### src/hw/rtl/swm_pkg.sv
// shared constants and types for the sliding window maximum block
`default_nettype none

package swm_pkg;

    localparam int WINDOW_MAX_DEF   = 64;
    localparam int SAMPLE_WIDTH_DEF = 32;
    localparam int CFG_WIDTH        = 7;

    localparam logic [CFG_WIDTH-1:0] WINDOW_RESET = CFG_WIDTH'(1);

    // per-cycle control broadcast to every cell
    typedef struct packed {
        logic en;
        logic start;
    } t_cell_ctl;

endpackage

`default_nettype wire

### src/hw/rtl/swm_cell.sv
// one cell of the chain: holds the maximum of the last k+1 samples of the sequence
`default_nettype none

module swm_cell
    import swm_pkg::*;
#(
    parameter int SAMPLE_WIDTH = SAMPLE_WIDTH_DEF
) (
    input  wire                            i_clk,
    input  wire t_cell_ctl                 i_ctl,
    input  wire logic signed [SAMPLE_WIDTH-1:0] i_smp,
    input  wire logic signed [SAMPLE_WIDTH-1:0] i_prev,
    output logic signed [SAMPLE_WIDTH-1:0] o_val
);

    logic signed [SAMPLE_WIDTH-1:0] r_val;
    logic signed [SAMPLE_WIDTH-1:0] n_val;

    // a new sequence restarts every running maximum at its first sample
    always_comb begin
        if (i_ctl.start) begin
            n_val = i_smp;
        end else if (i_smp > i_prev) begin
            n_val = i_smp;
        end else begin
            n_val = i_prev;
        end
    end

    always_ff @(posedge i_clk) begin
        if (i_ctl.en) begin
            r_val <= n_val;
        end
    end

    assign o_val = r_val;

endmodule

`default_nettype wire

### config.mk
export PLATFORM = sky130hd
export DESIGN_NAME = swm_cell
export DESIGN_NICKNAME = d
export VERILOG_FILES = /design/src/hw/rtl/swm_pkg.sv /design/src/hw/rtl/swm_cell.sv
export SDC_FILE = /design/constraint.sdc
export NUM_CORES = 1
export LEC_CHECK = 0
export BUFFER_PORTS_ARGS = -buffer_cell sky130_fd_sc_hd__clkbuf_2
export CAP_MARGIN = 20
export CORE_MARGIN = 1.5
export CORE_UTILIZATION = 52
export DETAILED_ROUTE_END_ITERATION = 8
export PLACE_DENSITY = 0.86
export SLEW_MARGIN = 20
export SYNTH_ARGS = -nofsm -noshare
export SYNTH_HDL_FRONTEND = slang
export SYNTH_SLANG_ARGS = --single-unit
### constraint.sdc
create_clock -name i_clk -period 4.5 [get_ports i_clk]
set_clock_uncertainty 0.05 [all_clocks]
set_input_delay 0.9 -clock i_clk [delete_from_list [all_inputs] [get_ports i_clk]]
set_output_delay 0.9 -clock i_clk [all_outputs]
set_load 0.02 [all_outputs]
=== Word-level counts from Yosys, hierarchy flattened ===
Index checks and enable logic that the tools add are counted.

* Shift operators: 0
* $mul: 0
* Reductions and logical operators: 0
* Bitwise gates (word level): 0
* Multiplexer cells: 2
* Div/mod/pow operators: 0
* Add/sub/neg operators: 0
* Equality and inequality tests: 0
* Order comparisons: 1

{| class="wikitable"
|+ Operator list
! operator !! count
|-
| $mux W32 || 2
|-
| $gt A32 B32 Y1 || 1
|}

* Bits in writable memories: 0
* Input port bits: 67
* Register bits: 32
* Logic and storage cells: 4
* Memories: 0
* Output and inout port bits: 32
* Latch bits: 0
* ROM bits: 0

=== Longest topological paths before layout ===
Gate-level depths: netlist of the first run.

* Depth after elaboration: 3
* Mapped depth: 9
* Gate-level depth less buffers: 8

=== Least setup slack after synthesis of the first run ===
No wires, ideal clock.

* Path kind: in2reg
* Start point: input port i_prev[14]
* End point: register r_val[10] (netlist: o_val[10]) (data pin)
* Slack: 1.462 ns
* Stages: 9
* Library setup time: 0.260 ns
* Path buffers: 1
* Required time: 4.190 ns
* Arrival: 2.727 ns
* Path through: inv_1 ha_1 nand4_1 or2_1 or3_1 a21oi_1 o22a_4 buf_12 mux2_4

* Cells in the longest elaborated chain, start to end: 3

{| class="wikitable"
|+ Ends and longest elaborated chain
! element !! RTL line !! text
|-
| start: declaration || swm_cell.sv:12 || <nowiki>input wire logic signed [SAMPLE_WIDTH-1:0] i_prev,</nowiki>
|-
| $gt A32 B32 Y1 || swm_cell.sv:23 || <nowiki>end else if (i_smp > i_prev) begin</nowiki>
|-
| $mux W32 || swm_cell.sv:23 ||
|-
| $mux W32 || swm_cell.sv:21 || <nowiki>if (i_ctl.start) begin</nowiki>
|-
| named net n_val[10] || swm_cell.sv:17 || <nowiki>logic signed [SAMPLE_WIDTH-1:0] n_val;</nowiki>
|-
| end signal: assignment || swm_cell.sv:32 || <nowiki>r_val <= n_val;</nowiki>
|-
| end: declaration || swm_cell.sv:16 || <nowiki>logic signed [SAMPLE_WIDTH-1:0] r_val;</nowiki>
|}

The timed path passes the listed nets, and every way through them passes these cells.
A chain may end at the register's enable or synchronous reset.

=== Worst setup path after layout of the first run ===
* Start point: input port i_prev[14]
* End point: register r_val[0] (netlist: o_val[0]) (data pin)

Same word-level chain as after synthesis.

==> impl_metrics.json, run 1 <==
{
  "status": "finished, final reports clean",
  "htreeDepth": 2,
  "synth_cell_types": 25,
  "gr-usage-all-layers": 0.206,
  "overflow": 0,
  "synthesis.instances": 186,
  "ys_ff_latch": 32,
  "clkSinkCount": 32,
  "finalSetupViolCount": 0,
  "root_buffer": "clkbuf_8",
  "drt_iter0_drc": 120,
  "area_growth_pct": 24.6,
  "finalHoldViolations": 0,
  "fin_ws_ps": 1170,
  "period_share": 0.740,
  "seq_area_sq_um": 961,
  "clkTransAtPathRegs_ps": 60,
  "crit_start": "i_prev[14]",
  "max_slew_margin": 0.464,
  "io_pins": 99,
  "layout_commonest_cell": "clkbuf_2",
  "cp_slowest_cell": "o22a_4",
  "yosysSeqAreaShare": 0.412,
  "largest_reg_flops": 32,
  "drc": 0,
  "rsz0062_at_grt": "no",
  "dp_slack_ps": 917,
  "dr.pass1.iters": 4,
  "hold_path_depth": 2,
  "grt_pass1_vias": 1728,
  "finalWirelength_um": 4970,
  "required_ps": 4480,
  "path_cells": "clkbuf_2 > inv_1 > ha_1 > nand4_1 > or2_1 > or3_1 > a21oi_1 > o22a_4 > mux2_2",
  "maxSlewViolCount": 0,
  "hold_buffers": 0,
  "start_util": 0.539,
  "cts-buffers-inserted": 5,
  "ctsResizeCount": 0,
  "dieWidth_um": 70.0,
  "ant_nets": 0,
  "layout_common_cells": "clkbuf_2 (98), inv_1 (32), ha_1 (32), edfxtp_1 (32), mux2_4 (30)",
  "maxCapViolations": 0,
  "power.density_nw_per_um2": 299,
  "setup-tns-final_ps": 0,
  "post_drt_wl_per_cell_um": 14.6,
  "cts_tree": "built",
  "synth_nets": 285,
  "synth_area_sq_um": 2330,
  "multi_input_area_sq_um": 1190,
  "via_per_inst": 5.31,
  "hold_path_class": "input port to flop",
  "crit_path_end_kind": "flop",
  "syn_area_per_cell_sq_um": 12.5,
  "min_period_ps": 3330,
  "clock_path_buffers": 2,
  "critPathMaxFanout": 32,
  "ir_drop_v": 0.000120,
  "timing.fmax_mhz": 300,
  "grt_max_degree": 33,
  "core_region_area_sq_um": 4320,
  "grt_pass1_wl_um": 7830,
  "hpwl_um": 4010,
  "p_leak_uw": 0.00152,
  "hold_slack_ps": 887,
  "worstSetupStartpointType": "input port",
  "port_buffers": 98,
  "num_vias": 1805,
  "drive_above_1_share": 0.476,
  "diodes": 0,
  "total_power_uw": 868,
  "synth_warnings": 0,
  "die_h_um": 70.0,
  "nNetsFinal": 387,
  "antenna_found_initial": 0,
  "worstPathArrival_ps": 3300,
  "crit_type": "input port to flop",
  "holdPathEnd": "o_val[19]$_DFFE_PP_",
  "tightestPinTransition_ps": 804,
  "cts_setup_buffers": 0,
  "rows": 24,
  "critPathMaxStageDelay_ps": 570,
  "fin_util": 0.672,
  "die-area_sq_um": 4900,
  "n_fill_cell": 347,
  "gp_congestion": 0.736,
  "hold_start": "i_prev[19]"
}
[worst max-delay path, delay by kind of cell]
family	cells	cell delay (ps)
simple gates	3	800
buf+inv	2	150
fa+ha+maj	1	300
mux	1	400
compound gates	2	760
[logic make-up after synthesis]
logic type | after synthesis | synth area share
muxes | 32 | 0.203
AOI/OAI and AO/OA | 27 | 0.0724
adders and majority gates | 32 | 0.172
and+or+nand+nor | 28 | 0.0638
DFF | 32 | 0.412
buffers and inverters | 35 | 0.0773
[per-stage QoR]
step	instances	cell area, sq um
global route	340	2910
finish	340	2910
floorplan	186	2330
detailed placement	333	2830
CTS	340	2910
global placement	333	2830
[routing by layer]
metal	global-route usage	part of all wire
met5	0	0
met4	0.0705	0.012
met3	0.0534	0.054
met2	0.375	0.53
met1	0.233	0.40
[worst max-delay path by stage]
| stage | slack, ps | to | depth (start not counted) |
|---|---|---|---|
| 3_5_place_dp | 920 | o_val[31]$_DFFE_PP_ | 9 |
| 4_1_cts | 1160 | o_val[0]$_DFFE_PP_ | 9 |
| 3_3_place_gp | 860 | o_val[0]$_DFFE_PP_ | 9 |
| 5_1_grt | 960 | o_val[0]$_DFFE_PP_ | 9 |
| 2_1_floorplan | 1460 | o_val[10]$_DFFE_PP_ | 9 |
| 6_report | 1170 | o_val[0]$_DFFE_PP_ | 9 |
[synthesized netlist by cell type]
master	number	area share
nand4_1	8	0.021
nor3_1	1	0.0021
nor2b_1	1	0.0027
inv_1	32	0.052
a211oi_1	2	0.0064
a21oi_1	15	0.032
or3_1	1	0.0027
mux2_2	2	0.0097
ha_1	32	0.17
nor2_1	2	0.0032
or2_1	1	0.0027
nor4_1	3	0.0080
mux2_4	30	0.19
and3_1	1	0.0027
nand2_1	6	0.0097
nand3_1	4	0.0086
buf_12	3	0.026
o211ai_1	1	0.0032
a21o_1	2	0.0064
o21ai_0	3	0.0064
a211o_1	1	0.0038
o22a_4	1	0.0075
edfxtp_1	32	0.41
a21boi_0	1	0.0032
o21bai_1	1	0.0032
[layout make-up]
type,count,area share
multi-input cells,119,0.410
flip-flops and latches,32,0.331
repair buffers,98,0.169
inverters,32,0.0413
clock buffers,6,0.0250
well taps,52,0.0224
clock inverters,1,0.00172
[report_power, final]
group | internal, uW | leakage, uW | switching (uW) | total [uW]
logic | 135 | 0.00116 | 149 | 284
clock network | 105 | 0.0000410 | 96.9 | 202
registers | 373 | 0.000313 | 9.57 | 382
No activity file was read; power rests on OpenSTA's default activity.
==> run 2, diff against run 1 <==
--- a/config.mk
+++ b/config.mk
@@ -8,9 +8,9 @@
 export BUFFER_PORTS_ARGS = -buffer_cell sky130_fd_sc_hd__clkbuf_2
 export CAP_MARGIN = 20
 export CORE_MARGIN = 1.5
-export CORE_UTILIZATION = 52
+export CORE_UTILIZATION = 48
 export DETAILED_ROUTE_END_ITERATION = 8
-export PLACE_DENSITY = 0.86
+export PLACE_DENSITY = 0.8
 export SLEW_MARGIN = 20
 export SYNTH_ARGS = -nofsm -noshare
 export SYNTH_HDL_FRONTEND = slang
==> constraint.sdc (replaced) <==
create_clock -name i_clk -period 3.2 [get_ports i_clk]
set_clock_uncertainty 0.05 [all_clocks]
set_input_delay 0.64 -clock i_clk [delete_from_list [all_inputs] [get_ports i_clk]]
set_output_delay 0.64 -clock i_clk [all_outputs]
set_load 0.02 [all_outputs]
==> run 2 against run 1 <==
Net effect:
- design area is 2.4% higher
- via count shrank 1.5%
- wire length decreased by 5.2%
- critical endpoint is now o_val[8]$_DFFE_PP_
- largest power group unchanged
- highest routed layer unchanged
==> impl_metrics.json, run 2 (synthesis results as in run 1) <==
{
  "drive_above_1_share": 0.483,
  "drc": 0,
  "ant_nets": 0,
  "root_buffer": "clkbuf_8",
  "maxCapViolations": 0,
  "n_fill_cell": 397,
  "num_vias": 1778,
  "period_share": 0.883,
  "clkTransAtPathRegs_ps": 60,
  "port_buffers": 98,
  "dieWidth_um": 72.7,
  "grt_pass1_wl_um": 7400,
  "nNetsFinal": 391,
  "start_util": 0.497,
  "grt_pass1_vias": 1732,
  "ctsResizeCount": 0,
  "power.density_nw_per_um2": 417,
  "multi_input_area_sq_um": 1190,
  "io_pins": 99,
  "antenna_found_initial": 0,
  "rsz0062_at_grt": "no",
  "path_depth": 10,
  "overflow": 0,
  "via_per_inst": 5.14,
  "largest_reg_flops": 32,
  "hold_path_depth": 2,
  "cts_setup_buffers": 0,
  "dr.pass1.iters": 7,
  "seq_area_sq_um": 961,
  "hold_path_class": "input port to flop",
  "grt_max_degree": 33,
  "required_ps": 3180,
  "crit_type": "input port to flop",
  "gr-usage-all-layers": 0.181,
  "finalHoldViolations": 0,
  "post_drt_wl_per_cell_um": 13.6,
  "die_h_um": 72.7,
  "max_slew_margin": 0.450,
  "path_cells": "clkbuf_2 > inv_1 > ha_1 > nand4_1 > or2_1 > or3_1 > a21oi_1 > o22a_4 > buf_12 > mux2_4",
  "hpwl_um": 3890,
  "timing.fmax_mhz": 354,
  "clock_path_buffers": 2,
  "finalSetupViolCount": 0,
  "htreeDepth": 2,
  "cp_slowest_cell": "or3_1",
  "drt_iter0_drc": 50,
  "maxSlewViolCount": 0,
  "tightestPinTransition_ps": 824,
  "core_region_area_sq_um": 4690,
  "critPathMaxStageDelay_ps": 350,
  "setup-tns-final_ps": 0,
  "layout_commonest_cell": "clkbuf_2",
  "status": "finished, final reports clean",
  "critPathMaxFanout": 12,
  "diodes": 0,
  "gp_congestion": 0.809,
  "fin_util": 0.634,
  "worstPathArrival_ps": 2800,
  "layout_common_cells": "clkbuf_2 (98), inv_1 (32), ha_1 (32), edfxtp_1 (32), mux2_4 (30)",
  "p_leak_uw": 0.00155,
  "die-area_sq_um": 5290,
  "clkSinkCount": 32,
  "path_delay_family": "simple AND/OR/NAND/NOR gates",
  "cts_tree": "built",
  "path_buf_inv": 3,
  "finalWirelength_um": 4710,
  "hold_buffers": 0,
  "rows": 25,
  "crit_path_end_kind": "flop",
  "cts-buffers-inserted": 5,
  "ir_drop_v": 0.000170,
  "min_period_ps": 2830,
  "worstSetupStartpointType": "input port",
  "area_growth_pct": 27.6
}
## run 2: stage by stage
step	worst slack [ps]	cells	area, sq um	power, uW	hold slack [ps]
after global routing	265	346	2980	1310	624
final	375	346	2980	1240	626
after detailed placement	79.2	339	2900	965	912
after CTS	378	346	2980	1260	620
after global placement	149	339	2900	955	910
after floorplan	422	186	2330	828	702
## run 2: where the power goes
group          switching, uW  internal, uW  total (uW)
combinational            209           210         418
clock                    138           148         286
sequential              13.3           524         538
total                    360           882        1240
## run 2: area by class of cell
type,count,area share
clock buffers,6,0.0244
clock inverters,1,0.00168
inverters,32,0.0404
multi-input cells,119,0.400
flip-flops and latches,32,0.323
well taps,54,0.0227
repair buffers,102,0.188
## run 2: final timing paths
path | start | slack [ps] | to
max | i_prev[14] | 370 | o_val[8]$_DFFE_PP_
min | i_prev[29] | 630 | o_val[29]$_DFFE_PP_
## run 2: per-layer routing
layer | wire [um] | global-route usage | vias to the layer above | share of wire
met2 | 2520 | 0.334 | 57 | 0.53
li1 | - | - | 894 | -
met1 | 1860 | 0.205 | 818 | 0.39
met4 | 97 | 0.0671 | 0 | 0.021
met5 | 0 | 0 | - | 0
met3 | 239 | 0.0359 | 9 | 0.051
==> run 3, diff against run 2 <==
--- a/config.mk
+++ b/config.mk
@@ -5,10 +5,11 @@
 export SDC_FILE = /design/constraint.sdc
 export NUM_CORES = 1
 export LEC_CHECK = 0
-export BUFFER_PORTS_ARGS = -buffer_cell sky130_fd_sc_hd__clkbuf_2
+export BUFFER_PORTS_ARGS = -buffer_cell sky130_fd_sc_hd__buf_2
 export CAP_MARGIN = 20
 export CORE_MARGIN = 1.5
 export CORE_UTILIZATION = 48
+export CTS_CLUSTER_SIZE = 25
 export DETAILED_ROUTE_END_ITERATION = 8
 export PLACE_DENSITY = 0.8
 export SLEW_MARGIN = 20
==> constraint.sdc (replaced) <==
create_clock -name i_clk -period 3.2 [get_ports i_clk]
set_clock_uncertainty 0.05 [all_clocks]
set_input_delay 0.32 -clock i_clk [delete_from_list [all_inputs] [get_ports i_clk]]
set_output_delay 0.32 -clock i_clk [all_outputs]
set_load 0.02 [all_outputs]
==> run 3 against run 2 <==
Net effect:
- maximum frequency up 9.1%
- clock power up 4%
- sequential cell count unchanged
- largest power group unchanged
- global-route usage fell by 1.2 points
- hold slack worse by 320 ps
==> impl_metrics.json, run 3 (synthesis results as in run 1) <==
{
  "drc": 0,
  "rows": 25,
  "die_h_um": 72.7,
  "crit_start": "i_prev[14]",
  "dieWidth_um": 72.7,
  "grt_pass1_wl_um": 6930,
  "hold_buffers": 0,
  "hpwl_um": 3690,
  "drt_iter0_drc": 52,
  "crit_path_end_kind": "flop",
  "worstPathArrival_ps": 2570,
  "status": "finished, final reports clean",
  "area_growth_pct": 26.1,
  "clkTransAtPathRegs_ps": 70,
  "layout_commonest_cell": "buf_2",
  "largest_reg_flops": 32,
  "finalWirelength_um": 4590,
  "maxSlewViolCount": 0,
  "wl_met3_um": 209,
  "gp_congestion": 0.792,
  "path_depth": 10,
  "die-area_sq_um": 5290,
  "crit_type": "input port to flop",
  "path_buf_inv": 3,
  "cp_slowest_cell": "or3_1",
  "finalHoldViolations": 0,
  "endpoint": "o_val[8]$_DFFE_PP_",
  "layout_common_cells": "buf_2 (98), inv_1 (32), ha_1 (32), edfxtp_1 (32), mux2_4 (30)",
  "drive_above_1_share": 0.481,
  "tightestPinTransition_ps": 758,
  "setup-tns-final_ps": 0,
  "core_region_area_sq_um": 4690,
  "finalSetupViolCount": 0,
  "hold_path_class": "input port to flop",
  "m1WireLength_um": 1860,
  "cts_setup_buffers": 0,
  "num_vias": 1753,
  "clock_path_buffers": 2,
  "gr-usage-all-layers": 0.169,
  "final_cell_area_sq_um": 2940,
  "path_delay_family": "simple AND/OR/NAND/NOR gates",
  "antenna_found_initial": 0,
  "io_pins": 99,
  "via_per_inst": 5.08,
  "grt_max_degree": 33,
  "top_layer_used": "met4",
  "ant_nets": 0,
  "wl_met2_um": 2430,
  "ir_drop_v": 0.000212,
  "port_buffers": 98,
  "worstSetupStartpointType": "input port",
  "path_cells": "buf_2 > inv_1 > ha_1 > nand4_1 > or2_1 > or3_1 > a21oi_1 > o22a_4 > buf_4 > mux2_4",
  "place_area_sq_um": 2860,
  "critPathMaxFanout": 13,
  "p_leak_uw": 0.00151,
  "diodes": 0,
  "root_buffer": "clkbuf_8",
  "maxCapViolations": 0,
  "cts_tree": "built",
  "overflow": 0,
  "cts-buffers-inserted": 5,
  "required_ps": 3180,
  "timing.fmax_mhz": 386,
  "grt_pass1_vias": 1691,
  "clkSinkCount": 32,
  "dr.pass1.iters": 4,
  "max_slew_margin": 0.495,
  "start_util": 0.497,
  "ctsResizeCount": 0,
  "min_period_ps": 2590,
  "critPathMaxStageDelay_ps": 350,
  "period_share": 0.809,
  "rsz0062_at_grt": "no",
  "n_fill_cell": 389,
  "nNetsFinal": 389,
  "htreeDepth": 2,
  "post_drt_wl_per_cell_um": 13.3,
  "power.density_nw_per_um2": 419
}
run 3: layout make-up:
cell class,count,area [sq um],share of cell area
Multi-Input combinational cell,119,1190,0.405
Tap cell,54,67.6,0.0230
Clock inverter,3,13.8,0.00468
Clock buffer,5,68.8,0.0234
Timing Repair Buffer,100,518,0.176
Sequential cell,32,961,0.327
Inverter,32,120,0.0409
run 3: per-layer routing:
metal	up-vias	global-route usage
met5	-	0
met4	0	0.0881
met3	9	0.0235
met2	55	0.311
met1	797	0.189
li1	892	-
run 3: through the flow:
step / utilization / hold slack (ps) / instances / power, uW / setup slack (ps)
after CTS: 0.627 / 298 / 345 / 1250 / 592
after floorplan: - / 382 / 186 / 828 / 742
after global placement: 0.609 / 588 / 337 / 937 / 282
after detailed placement: 0.609 / 589 / 337 / 947 / 307
after global routing: 0.627 / 304 / 345 / 1290 / 417
final: 0.627 / 303 / 345 / 1230 / 610
run 3: where the power goes:
part	switching [uW]	leakage, uW	internal (uW)
clock network	150	0.0000453	148
logic	204	0.00115	198
registers	10.0	0.000313	524
run 3: worst min path at each step:
stage,from,endpoint,depth (start not counted)
after global routing,i_prev[5],o_val[5]$_DFFE_PP_,2
after global placement,i_prev[19],o_val[19]$_DFFE_PP_,2
after detailed placement,i_prev[18],o_val[18]$_DFFE_PP_,2
final,i_prev[28],o_val[28]$_DFFE_PP_,2
after floorplan,i_ctl[1],o_val[0]$_DFFE_PP_,0
after CTS,i_prev[18],o_val[18]$_DFFE_PP_,2
